`src/rtl/dpd_pkg.sv`:
```
// Package for the debug packet deframer: frame phase codes, event codes,
// the result record and the hex digit decoder. No dependencies.
package dpd_pkg;

    // Frame phase codes
    localparam logic [1:0] PH_IDLE    = 2'd0;
    localparam logic [1:0] PH_PAYLOAD = 2'd1;
    localparam logic [1:0] PH_CK_HI   = 2'd2;
    localparam logic [1:0] PH_CK_LO   = 2'd3;

    // Event codes reported with each item
    localparam logic [2:0] EV_NONE     = 3'd0;
    localparam logic [2:0] EV_DATA     = 3'd1;
    localparam logic [2:0] EV_END      = 3'd2;
    localparam logic [2:0] EV_ACK      = 3'd3;
    localparam logic [2:0] EV_RETRY    = 3'd4;
    localparam logic [2:0] EV_INTR     = 3'd5;
    localparam logic [2:0] EV_OVERFLOW = 3'd6;

    // Framing characters
    localparam logic [7:0] CH_ACK    = 8'h2b;
    localparam logic [7:0] CH_RETRY  = 8'h2d;
    localparam logic [7:0] CH_INTR   = 8'h03;
    localparam logic [7:0] CH_DOLLAR = 8'h24;
    localparam logic [7:0] CH_HASH   = 8'h23;

    localparam int COUNT_OUT_W = 11;

    // Framing state apart from the byte count
    typedef struct packed {
        logic [1:0] phase;
        logic [7:0] sum;
        logic [3:0] hi_nibble;
        logic       hi_valid;
    } dpd_state_t;

    // One result item
    typedef struct packed {
        logic [2:0]             event_kind;
        logic [7:0]             payload_byte;
        logic                   checksum_good;
        logic                   send_ack;
        logic [COUNT_OUT_W-1:0] payload_count;
    } dpd_result_t;

    // Decode an ASCII hex digit: bit 4 high marks a non-hex byte
    function automatic logic [4:0] hex_decode(input logic [7:0] b);
        logic [7:0] v;
        begin
            v = 8'd0;
            if (b inside {[8'h30:8'h39]}) begin
                v = b - 8'h30;
            end else if (b inside {[8'h61:8'h66]}) begin
                v = b - 8'h57;
            end else if (b inside {[8'h41:8'h46]}) begin
                v = b - 8'h37;
            end else begin
                v = 8'h10;
            end
            hex_decode = v[4:0];
        end
    endfunction

endpackage

```
`src/rtl/dpd_step.sv`:
```
// Combinational framing step of the debug packet deframer: next state and
// result for one received byte. Depends on dpd_pkg.
module dpd_step #(
    parameter int MAX_PAYLOAD = 1024,
    parameter int CNT_W       = 11
) (
    input  logic [7:0]             rx_byte,
    input  logic                   ack_mode,
    input  dpd_pkg::dpd_state_t    state_cur,
    input  logic [CNT_W-1:0]       count_cur,
    output dpd_pkg::dpd_state_t    state_next,
    output logic [CNT_W-1:0]       count_next,
    output dpd_pkg::dpd_result_t   result
);
    import dpd_pkg::*;

    logic [4:0]                   digit;
    logic [CNT_W+COUNT_OUT_W-1:0] count_wide;
    logic [COUNT_OUT_W-1:0]       count_out;
    logic                         count_full;

    assign digit      = hex_decode(rx_byte);
    assign count_wide = {{COUNT_OUT_W{1'b0}}, count_cur};
    assign count_out  = count_wide[COUNT_OUT_W-1:0];
    assign count_full = (count_cur >= CNT_W'(MAX_PAYLOAD));

    // Advance the frame phase and build the result
    always_comb begin
        state_next = state_cur;
        count_next = count_cur;
        result     = '0;
        case (state_cur.phase)
            PH_IDLE: begin
                if (rx_byte == CH_ACK) begin
                    result.event_kind = EV_ACK;
                end else if (rx_byte == CH_RETRY) begin
                    result.event_kind = EV_RETRY;
                end else if (rx_byte == CH_INTR) begin
                    result.event_kind = EV_INTR;
                end else if (rx_byte == CH_DOLLAR) begin
                    state_next.phase     = PH_PAYLOAD;
                    state_next.sum       = 8'd0;
                    state_next.hi_nibble = 4'd0;
                    state_next.hi_valid  = 1'b0;
                    count_next           = '0;
                end
            end
            PH_PAYLOAD: begin
                if (rx_byte == CH_HASH) begin
                    state_next.phase = PH_CK_HI;
                end else if (count_full) begin
                    // drop the packet on overrun
                    result.event_kind    = EV_OVERFLOW;
                    result.payload_count = count_out;
                    state_next.phase     = PH_IDLE;
                end else begin
                    state_next.sum       = state_cur.sum + rx_byte;
                    count_next           = count_cur + 1'b1;
                    result.event_kind    = EV_DATA;
                    result.payload_byte  = rx_byte;
                end
            end
            PH_CK_HI: begin
                state_next.hi_valid  = ~digit[4];
                state_next.hi_nibble = digit[3:0];
                state_next.phase     = PH_CK_LO;
            end
            PH_CK_LO: begin
                result.event_kind    = EV_END;
                result.checksum_good = state_cur.hi_valid && !digit[4] &&
                                       ({state_cur.hi_nibble, digit[3:0]} == state_cur.sum);
                result.send_ack      = ack_mode;
                result.payload_count = count_out;
                state_next.phase     = PH_IDLE;
            end
            default: begin
                state_next.phase = PH_IDLE;
            end
        endcase
    end

endmodule

```
`src/rtl/debug_packet_deframer_top.sv`:
```
// Debug packet deframer: one received byte in, one result item out.
// Each accepted byte passes through the input register, the framing step and then
// the result register. Throughput: one item per cycle while m_ready is high; a
// stalled result register holds the input register, and s_ready drops once it is full.
// Reset (aresetn, synchronous, active low): idle phase, sum and count zero,
// acknowledge mode on, both registers empty.
module debug_packet_deframer_top #(
    parameter int MAX_PAYLOAD = 1024
) (
    input  logic        aclk,
    input  logic        aresetn,
    input  logic        s_valid,
    output logic        s_ready,
    input  logic [7:0]  s_rx_byte,
    output logic        m_valid,
    input  logic        m_ready,
    output logic [2:0]  m_event_kind,
    output logic [7:0]  m_payload_byte,
    output logic        m_checksum_good,
    output logic        m_send_ack,
    output logic [10:0] m_payload_count,
    input  logic        cfg_valid,
    output logic        cfg_ready,
    input  logic        cfg_data
);
    import dpd_pkg::*;

    localparam int CNT_W = $clog2(MAX_PAYLOAD + 1);

    logic             in_valid_reg, in_valid_next;
    logic [7:0]       in_byte_reg;
    logic             out_valid_reg, out_valid_next;
    dpd_result_t      out_reg;
    dpd_state_t       state_reg, state_next;
    logic [CNT_W-1:0] count_reg, count_next;
    logic             ack_mode_reg;
    dpd_result_t      step_result;
    logic             step_fire;
    logic             s_fire;

    // Move an item to the result register when it is free or being drained
    assign step_fire = in_valid_reg && (!out_valid_reg || m_ready);
    assign s_ready   = !in_valid_reg || step_fire;
    assign s_fire    = s_valid && s_ready;
    assign cfg_ready = 1'b1;

    assign in_valid_next  = s_fire || (in_valid_reg && !step_fire);
    assign out_valid_next = step_fire || (out_valid_reg && !m_ready);

    dpd_step #(
        .MAX_PAYLOAD (MAX_PAYLOAD),
        .CNT_W       (CNT_W)
    ) u_step (
        .rx_byte    (in_byte_reg),
        .ack_mode   (ack_mode_reg),
        .state_cur  (state_reg),
        .count_cur  (count_reg),
        .state_next (state_next),
        .count_next (count_next),
        .result     (step_result)
    );

    // Control state and framing state
    always_ff @(posedge aclk) begin
        if (!aresetn) begin
            in_valid_reg  <= 1'b0;
            out_valid_reg <= 1'b0;
            state_reg     <= '0;
            count_reg     <= '0;
            ack_mode_reg  <= 1'b1;
        end else begin
            in_valid_reg  <= in_valid_next;
            out_valid_reg <= out_valid_next;
            if (step_fire) begin
                state_reg <= state_next;
                count_reg <= count_next;
            end
            if (cfg_valid) begin
                ack_mode_reg <= cfg_data;
            end
        end
    end

    // Payload registers: hold until the next item moves in
    always_ff @(posedge aclk) begin
        if (s_fire) begin
            in_byte_reg <= s_rx_byte;
        end
        if (step_fire) begin
            out_reg <= step_result;
        end
    end

    assign m_valid         = out_valid_reg;
    assign m_event_kind    = out_reg.event_kind;
    assign m_payload_byte  = out_reg.payload_byte;
    assign m_checksum_good = out_reg.checksum_good;
    assign m_send_ack      = out_reg.send_ack;
    assign m_payload_count = out_reg.payload_count;

endmodule

```
`config.mk`:
```
export PLATFORM = sky130hd
export DESIGN_NAME = debug_packet_deframer_top
export DESIGN_NICKNAME = d
export VERILOG_FILES = /design/src/rtl/dpd_pkg.sv /design/src/rtl/dpd_step.sv /design/src/rtl/debug_packet_deframer_top.sv
export SDC_FILE = /design/constraint.sdc
export NUM_CORES = 1
export LEC_CHECK = 0
export BUFFER_PORTS_ARGS = -buffer_cell sky130_fd_sc_hd__buf_2
export CAP_MARGIN = 40
export CELL_PAD_IN_SITES_DETAIL_PLACEMENT = 1
export CELL_PAD_IN_SITES_GLOBAL_PLACEMENT = 1
export CORE_AREA = 4 4 88 90
export CTS_CLUSTER_DIAMETER = 80
export DETAILED_ROUTE_END_ITERATION = 12
export DIE_AREA = 0 0 92 94
export PLACE_DENSITY_LB_ADDON = 0.1
export SLEW_MARGIN = 20
export SYNTH_ARGS = -nofsm -noshare
export SYNTH_HDL_FRONTEND = slang
export SYNTH_SLANG_ARGS = --single-unit
```
`constraint.sdc`:
```
create_clock -name aclk -period 5.4 [get_ports aclk]
set_clock_uncertainty 0.1 [all_clocks]
set_input_delay 0.27 -clock aclk [delete_from_list [all_inputs] [get_ports aclk]]
set_output_delay 0.27 -clock aclk [all_outputs]
set_load 0.05 [all_outputs]
```
* Word-level counts from Yosys, hierarchy flattened
Cells that the tools add are included.
** Operators by class
- Add/sub/neg operators :: 5
- Multiply operators :: 0
- Div/mod/pow operators :: 0
- Magnitude comparators :: 7
- Equality and inequality tests :: 16
- Shift-type cells :: 0
- Multiplexer cells :: 31
- Bitwise operators :: 2
- Reductions and logical operators :: 25
** Operator list (number)
- 11-bit 2-to-1 mux :: 9
- 15-bit 2-to-1 mux :: 4
- 11-bit one-hot mux with 2 select lines :: 2
- 8-bit by 6-bit == test with 1-bit output (second input constant) :: 4
- 8-bit 2-to-1 mux :: 3
- 8-bit by 7-bit greater-or-equal comparator with 1-bit output (second input constant) :: 2
- 8-bit by 7-bit <= comparator with 1-bit output (second input constant) :: 2
- 8-bit one-hot mux with 2 select lines :: 1
- 5-bit 2-to-1 mux :: 3
- 5-bit subtractor (second input constant) :: 3
- 3-bit 2-to-1 mux :: 4
- 6-bit AND reduction :: 2
- 11-bit by 1-bit adder with 11-bit output (second input constant) :: 1
- 11-bit greater-or-equal comparator (second input constant) :: 1
- 2-bit != test (second input constant) :: 5
- 5-bit one-hot mux with 2 select lines :: 1
- 1-bit logical AND :: 9
- 3-bit one-hot mux with 3 select lines :: 1
- 8-bit adder :: 1
- 8-bit by 2-bit == test with 1-bit output (second input constant) :: 1
- 8-bit == test :: 1
- 8-bit by 6-bit greater-or-equal comparator with 1-bit output (second input constant) :: 1
- 8-bit by 6-bit <= comparator with 1-bit output (second input constant) :: 1
- 2-bit one-hot mux with 4 select lines :: 1
- other kinds (12) :: 23
** Storage, ports and cells
- Register bits :: 61
- Latch bits :: 0
- RAM bits :: 0
- Bits in read-only memories :: 0
- Output and inout port bits :: 27
- Word-level logic and storage cells :: 100
- Memories :: 0

* Longest topological paths before layout
Gate-level depths: netlist of run 1.
- Depth in word-level cells :: 8
- Depth in mapped cells :: 7
- Mapped depth without buffers :: 7

* Hierarchy
Synthesis of run 1 repeated with hierarchy kept, for this count alone.
** Second synthesis, totals
- Cells, all modules :: 374
- Area, all modules :: 3590.9 um^2
** By module, submodules not included
- debug_packet_deframer_top :: times used 1, cells an instance 159, area each 2134.5 um^2, seq. area each 1541.5 um^2
- dpd_step :: times used 1, cells an instance 215, area each 1456.4 um^2, seq. area each 0.0 um^2

* Worst setup path after synthesis of run 1
No wires, ideal clock.
- Path kind :: reg2reg
- Start :: reg in_byte_reg[3]
- End :: reg out_reg, in the netlist m_checksum_good (data pin)
- Library setup time :: 0.276 ns
- Arrival time :: 1.976 ns
- Setup slack :: 3.048 ns
- Cell stages (with the launch flop) :: 7
- Buffers on the path :: 1
- Cell sequence :: edfxtp_1 -> clkbuf_2 -> or4b_1 -> or3_4 -> or3_1 -> o21ai_1 -> a2111oi_2
** Between the ends
- Word-level cells in the longest chain between the ends :: 8
- Elaborated cells on any way between the ends :: 19
- Those cells by class :: 3 x add/sub; 6 x order compare; 1 x eq/ne; 3 x mux; 6 x reduce/logical
** Ends and longest elaborated chain
- start: declaration :: RTL line debug_packet_deframer_top.sv:31 : logic [7:0] in_byte_reg;
- start signal: assignment :: RTL line debug_packet_deframer_top.sv:87 : in_byte_reg <= s_rx_byte;
- 8-bit by 7-bit greater-or-equal comparator with 1-bit output or 8-bit by 7-bit <= comparator with 1-bit output (tied branches) :: RTL line dpd_pkg.sv:55 : end else if (b inside {[8'h41:8'h46]}) begin
- 1-bit logical AND :: RTL line dpd_pkg.sv:55
- 5-bit 2-to-1 mux :: RTL line dpd_pkg.sv:55
- 5-bit 2-to-1 mux :: RTL line dpd_pkg.sv:53 : end else if (b inside {[8'h61:8'h66]}) begin
- 5-bit 2-to-1 mux (*) :: RTL line dpd_pkg.sv:51 : if (b inside {[8'h30:8'h39]}) begin
- parallel branches: the longest is 2 deep, another holds 8-bit == test
- 1-bit logical AND (*) :: RTL line dpd_step.sv:70 : result.checksum_good = state_cur.hi_valid && !digit[4] &&
- end signal: assignment :: RTL line debug_packet_deframer_top.sv:90 : out_reg <= step_result;
- end: declaration :: RTL line debug_packet_deframer_top.sv:33 : dpd_result_t out_reg;
Every way passes the cells marked *.
A chain may end at the register's enable or synchronous reset.

* Worst setup path after layout of run 1
- Start :: reg in_byte_reg[0]
- End :: reg count_reg[6]
** Between the ends
- Word-level cells in the longest chain between the ends :: 3
- Elaborated cells on any way between the ends :: 11
- Those cells by class :: 10 x eq/ne; 1 x reduce/logical
** Ends and longest elaborated chain
- 8-bit by 6-bit == test with 1-bit output (tied with other cells) :: RTL line dpd_step.sv:49 : if (rx_byte == CH_HASH) begin
- 2-bit != test (no source line) or 2-bit by 1-bit != test with 1-bit output (tied branches)
- 8-bit AND reduction (no source line) (*)
- end signal: assignment :: RTL line debug_packet_deframer_top.sv:76 : count_reg <= count_next;
- end: declaration :: RTL line debug_packet_deframer_top.sv:35 : logic [CNT_W-1:0] count_reg, count_next;
Every way passes the cells marked *; elsewhere a longest branch is shown, timed or not.

==> results.toml, run 1 <==
[run_status]
status = "finished clean"

[sta]
hold_violations = 0
drv_slew = 0
slew_headroom_pct = 49.0
tightest_slew_ns = 0.756
setup_tns_ns = 0
period_minus_slack_ns = 2.74
rsz0062_at_grt = "false"
final-setup-viol-count = 0
fin_crit_sh_pct = 50.7
clock.fmax_mhz = 366

[job]
drv_cap = 0

[worst_setup_path]
cp_max_fo = 9
critPathKind = "flop to flop"
crit_chain = "ha_1, nand4bb_1, o41ai_1, o41ai_2, or4_1, nand2_1"
arrival_ns = 2.92
required_ns = 5.59
cp-end-kind = "flop"
worst_path_max_delay_cell = "o41ai_1"
worstSetupStartpointType = "flop"
crit_path_max_incr_delay_ns = 0.58
r2r.worst_path.cells = 6

[power]
power_mw = 1.07
p_per_area_nw_per_um2 = 274
leakage_nw = 1.52
ir_worst_vdd_uv = 134

[yosys]
synth_most_common_cell = "edfxtp_1"
synthDistinctLibCells = 68
synth_ff_type = "edfxtp_1"
synth_cells = 331
synth_enable_flop_cells = 32
avgSynthCellArea_sq_um = 9.99
synth_common_cells = "edfxtp_1, dfxtp_1, nand2_1"
synth_top_cell_area_share_pct = 29.1
ys_seq_elements = 61
ys_top_cells_by_area = "edfxtp_1, dfxtp_1, ha_1, a21oi_1, nand2_1"
async_flop_share_pct = 0
yosys.area.top_type = "edfxtp_1"
ys_seq_area_share_pct = 46.6
synth_nets = 359
netlist_area_sq_um = 3310
synth_warnings = 0

[die]
core_sq_um = 7060
die_area_sq_um = 8650
start_util_pct = 46.8
boundaryPins = 41
die_y_microns = 94
die_w_microns = 92
placementRows = 31

[global_route]
overflow = 0
grt_max_degree = 31
grt_pass1_vias = 2706
antenna_found_initial = 0
grt_first_pass_wirelength_microns = 14100
grt_usage_pct = 20.9

[layout]
nets = 405
utilization_pct = 55.2
final_cells = 481
multi_input_area_sq_um = 1630
area_growth_pct = 17.9
n_antenna_cell = 0
drive_gt1_share_pct = 19.1
largest_reg_flops = 14
nFillCells = 821
seqCellArea_sq_um = 1540

[clock_network]
cts.reportedPaths.clkPinSlew_ns = 0.07
cts_root_buffer = "clkbuf_8"
clock-sinks = 61
clk_latency_ns = 0.34
htreeDepth = 3
cts_buffer_depth = 2
tritoncts = "built"
cts_buffers = 9

[placement]
placed_cells = 455
io_buffers = 39
hpwl_microns = 6190
place_congestion = 0.830

[min_path]
hold_path_class = "primary input to flop"
hold_depth = 3

[routing]
drc_errors = 0
drt-pass1-iter-count = 4
via_count = 2710
drt_iter0_markers = 136
antenna_left = 0
viasPerCell = 5.63
routed_wl_microns = 8510
detail_route.wl_per_cell_microns = 17.7
[critical path: cells and delay by family, from the launching register on]
family	cells	cell delay (ns)
flip-flops	1	0.48
AND/OR/NAND/NOR	3	0.88
adder cells (fa/ha/maj)	1	0.38
AO/OA/AOI/OAI	2	0.83
[layout make-up]
class,instances,area share (%)
multi-input cells,238,41.8
flip-flops and latches,61,39.5
repair buffers,51,8.15
clock buffers,12,3.98
well taps,99,3.18
clock inverters,4,1.80
inverters,16,1.54
[worst paths after layout]
| check | start | slack (ns) | to |
|---|---|---|---|
| setup / recovery | in_byte_reg[0]$_DFFE_PP_ | 2.66 | count_reg[6]$_SDFFE_PN0P_ |
| hold reg to reg | state_reg[11]$_SDFFE_PN0P_ | 0.41 | state_reg[11]$_SDFFE_PN0P_ |
| hold / removal | s_valid | 0.06 | in_valid_reg$_SDFF_PN0_ |
| setup reg to reg | in_byte_reg[0]$_DFFE_PP_ | 2.66 | count_reg[6]$_SDFFE_PN0P_ |
[routing by layer]
metal  wire [microns]  track usage [%]  vias to the layer above
met2             4180             35.0                       45
met3              269             5.53                        9
met4               97             5.94                        0
met5                0                0                        -
met1             3970             26.7                     1324
li1                 -                -                     1332
[cells in the final DEF (no fill, tap or decap), types with 4 or more instances in the layout]
| master | n |
|---|---|
| buf_2 | 40 |
| nand3_1 | 16 |
| o211ai_1 | 6 |
| nand4_1 | 5 |
| nor3_1 | 4 |
| dfxtp_1 | 29 |
| o21ai_0 | 11 |
| edfxtp_1 | 32 |
| and3_1 | 15 |
| xnor2_1 | 5 |
| nor2_1 | 17 |
| nand2_1 | 27 |
| o21bai_1 | 4 |
| or3_1 | 5 |
| a22oi_1 | 4 |
| clkbuf_8 | 11 |
| and2_1 | 6 |
| ha_1 | 13 |
| dlygate4sd3_1 | 8 |
| or4_1 | 4 |
| inv_1 | 15 |
| xor2_1 | 5 |
| a21oi_1 | 23 |
| nor4_1 | 9 |
[power by group]
part	internal (mW)	leakage [nW]	switching, mW	total, mW
Clock	0.284	0.116	0.175	0.458
Combinational	0.0278	0.877	0.0659	0.0937
Sequential	0.500	0.530	0.0145	0.515
Total	0.812	1.52	0.255	1.07
[metrics by stage]
stage	setup WS [ns]	hold slack, ns	cell area, sq um
global placement	2.67	0.347	3550
floorplan	3.05	0.232	3310
finish	2.66	0.0604	3900
detailed placement	2.61	0.349	3570
CTS	2.60	0.0443	3880
global route	2.47	0.0613	3900
[cells by family after synthesis]
logic type	count (synthesis)	share of synthesized area, %
AND/OR/NAND/NOR	137	24.4
AO/OA/AOI/OAI	73	15.8
flip-flops	61	46.6
buffers and inverters	32	4.05
adder cells (fa/ha/maj)	14	5.52
XOR/XNOR	10	2.65
multiplexers	3	0.908
other	1	0.113
[timing repair]
| item | CTS | global route |
|---|---|---|
| buffers inserted | 0 | 0 |
| resized for setup | 0 | 0 |
| hold buffers | 8 | 0 |
| endpoints found under the hold margin | 8 | 0 |
(Power assumes the default switching activity.)
==> inputs of run 2 (changes only) <==
- ABC_AREA: not set -> 1
- CORE_AREA: 4 4 88 90 -> 4 4 99 101
- DIE_AREA: 0 0 92 94 -> 0 0 103 105
- clock period: 5.4 -> 2.4 ns (I/O delays scaled with it)
==> run 2 against run 1 <==
Against the previous run:
- sequential power up 120%
- design area up 1.8%
- critical endpoint is now count_reg[2]$_SDFFE_PN0P_
- utilization down 11 points
==> results.toml, run 2 <==
[layout]
n_antenna_cell = 0
finalInstanceArea_sq_um = 3970
nets = 506
nFillCells = 1098
largest_reg_flops = 14
area_growth_pct = 16.5
drive_gt1_share_pct = 19.7
final_common_cell = "nand2_1"
utilization_pct = 44.0
seqCellArea_sq_um = 1540
layout_common_cells = "nand2_1, nor2_1, inv_1"
multi_input_area_sq_um = 1600

[global_route]
overflow = 0
antenna_found_initial = 0
met2_usage_pct = 27.3
grtUsageMet1_pct = 23.3
busiest_layer = "met2"
met3_usage_pct = 3.20
grt_max_degree = 30
grt_pass1_vias = 2936
grt_first_pass_wirelength_microns = 14300
grt_usage_pct = 17.0

[placement]
place_congestion = 0.819
hpwl_microns = 6440
io_buffers = 39
dpl-instance-area_sq_um = 3690

[clock_network]
cts_resized = 0
clk_latency_ns = 0.34
clock-sinks = 61
cts_buffers = 9
cts.reportedPaths.clkPinSlew_ns = 0.07
tritoncts = "built"
cts_root_buffer = "clkbuf_8"
htreeDepth = 3
cts_buffer_depth = 2

[die]
die_area_sq_um = 10800
start_util_pct = 37.8
boundaryPins = 41
placementRows = 35
core_sq_um = 9020
die_w_microns = 103
die_y_microns = 105

[worst_setup_path]
cp-end-kind = "flop"
critPathKind = "flop to flop"
required_ns = 2.57
crit_path_max_incr_delay_ns = 0.51
arrival_ns = 2.31
cp_max_fo = 19
worstSetupStartpointType = "flop"
worst_path_max_delay_cell = "edfxtp_1"
crit_chain = "inv_1, ha_1, inv_2, nor2_1, nand2_1, a21oi_4, nand2_4, nor2_8, nand2_1, a21oi_1"
crit_top_cell = "nand2_1"

[yosys]
ys_seq_elements = 61
synthDistinctLibCells = 34
avgSynthCellArea_sq_um = 8.07
ys_top_cells_by_area = "edfxtp_1, dfxtp_1, nand2_1, nor2_1, inv_1"
synth_warnings = 0
synth_common_cells = "nand2_1, nor2_1, inv_1"
synth_most_common_cell = "nand2_1"
synth_enable_flop_cells = 32
ys_seq_area_share_pct = 45.2
synth_cells = 422
async_flop_share_pct = 0
synth_top_cell_area_share_pct = 28.2
netlist_area_sq_um = 3410
synth_ff_type = "edfxtp_1"
yosys.area.top_type = "edfxtp_1"
synth_nets = 450

[sta]
hold_violations = 0
fin_crit_sh_pct = 89.0
rsz0062_at_grt = "false"
period_minus_slack_ns = 2.14
final-setup-viol-count = 0
setup_tns_ns = 0
drv_slew = 0
clock.fmax_mhz = 468

[routing]
drt-pass1-iter-count = 4
via_count = 2873
drt_iter0_markers = 111
drc_errors = 0
routed_wl_microns = 8580
detail_route.wl_per_cell_microns = 14.5
viasPerCell = 4.84
antenna_left = 0

[run_status]
status = "finished clean"

[min_path]
hold_path_class = "primary input to flop"

[power]
leakage_nw = 1.56
p_per_area_nw_per_um2 = 534
ir_worst_vdd_uv = 228

[job]
drv_cap = 0
==> run 2: changes by cell type after synthesis, sizes merged, moves of 5 or more <==
cell,change
nand2,+101
nor2,+42
inv,+37
and3,-15
a21oi,+11
clkbuf,-9
nor4,-8
nand4,+7
or3,-7
and2,-6
o211ai,-6
o21ai,-6
nand3,+5
==> run 2: final timing paths <==
path / from / end / slack, ns / cells after the start
max reg2reg: in_byte_reg[1]$_DFFE_PP_ / count_reg[2]$_SDFFE_PN0P_ / 0.26 / 10
min reg2reg: state_reg[0]$_SDFFE_PN0P_ / state_reg[0]$_SDFFE_PN0P_ / 0.37 / 2
min: aresetn / count_reg[5]$_SDFFE_PN0P_ / 0.20 / 4
max: in_byte_reg[1]$_DFFE_PP_ / count_reg[2]$_SDFFE_PN0P_ / 0.26 / 10
==> run 2: logic make-up (layout without fill, tap and decap cells) <==
family,after synthesis,count (layout),share of synthesized area [%]
compound gates,42,42,7.64
other cells,1,1,0.110
simple gates,231,231,30.7
fa+ha+maj,14,14,5.36
xor+xnor,12,12,3.08
buf+inv,61,121,7.82
flops,61,61,45.2
==> run 2: power breakdown <==
group	switching [mW]	internal (mW)
Clock	0.399	0.362
Combinational	0.152	0.0587
Sequential	0.0211	1.12
==> run 2: final cells by class <==
class,instances,area share (%)
multi-input combinational,300,40.3
timing repair buffer,54,8.51
tap,111,3.50
clock buffer,10,3.22
clock inverter,5,0.725
sequential,61,38.8
inverter,52,4.92
==> run 2: through the flow <==
stage	power, mW	hold WS [ns]	setup slack, ns	instances
after floorplan	1.31	0.119	0.526	422
after CTS	2.14	0.200	0.235	593
after detailed placement	1.37	0.201	0.251	566
after global placement	1.36	0.197	0.318	566
final	2.12	0.201	0.263	593
after global routing	2.21	0.221	0.0290	593
==> run 2: critical path: cells and delay by family, from the launching register on <==
kind	cells	cell delay, ns
flip-flops	1	0.51
adder cells (fa/ha/maj)	1	0.18
buffers and inverters	2	0.21
AO/OA/AOI/OAI	2	0.37
AND/OR/NAND/NOR	5	0.69
==> run 2: repair_timing <==
item	in CTS	in global routing
endpoints found under the hold margin	11	0
setup buffers	0	0
hold buffers	12	0
endpoints found under the setup margin	0	0
==> run 2: metal layers <==
metal | up-vias | wire, microns
met4 | 0 | 106
met1 | 1347 | 4140
li1 | 1471 | -
met2 | 45 | 4050
met5 | - | 0
met3 | 10 | 286
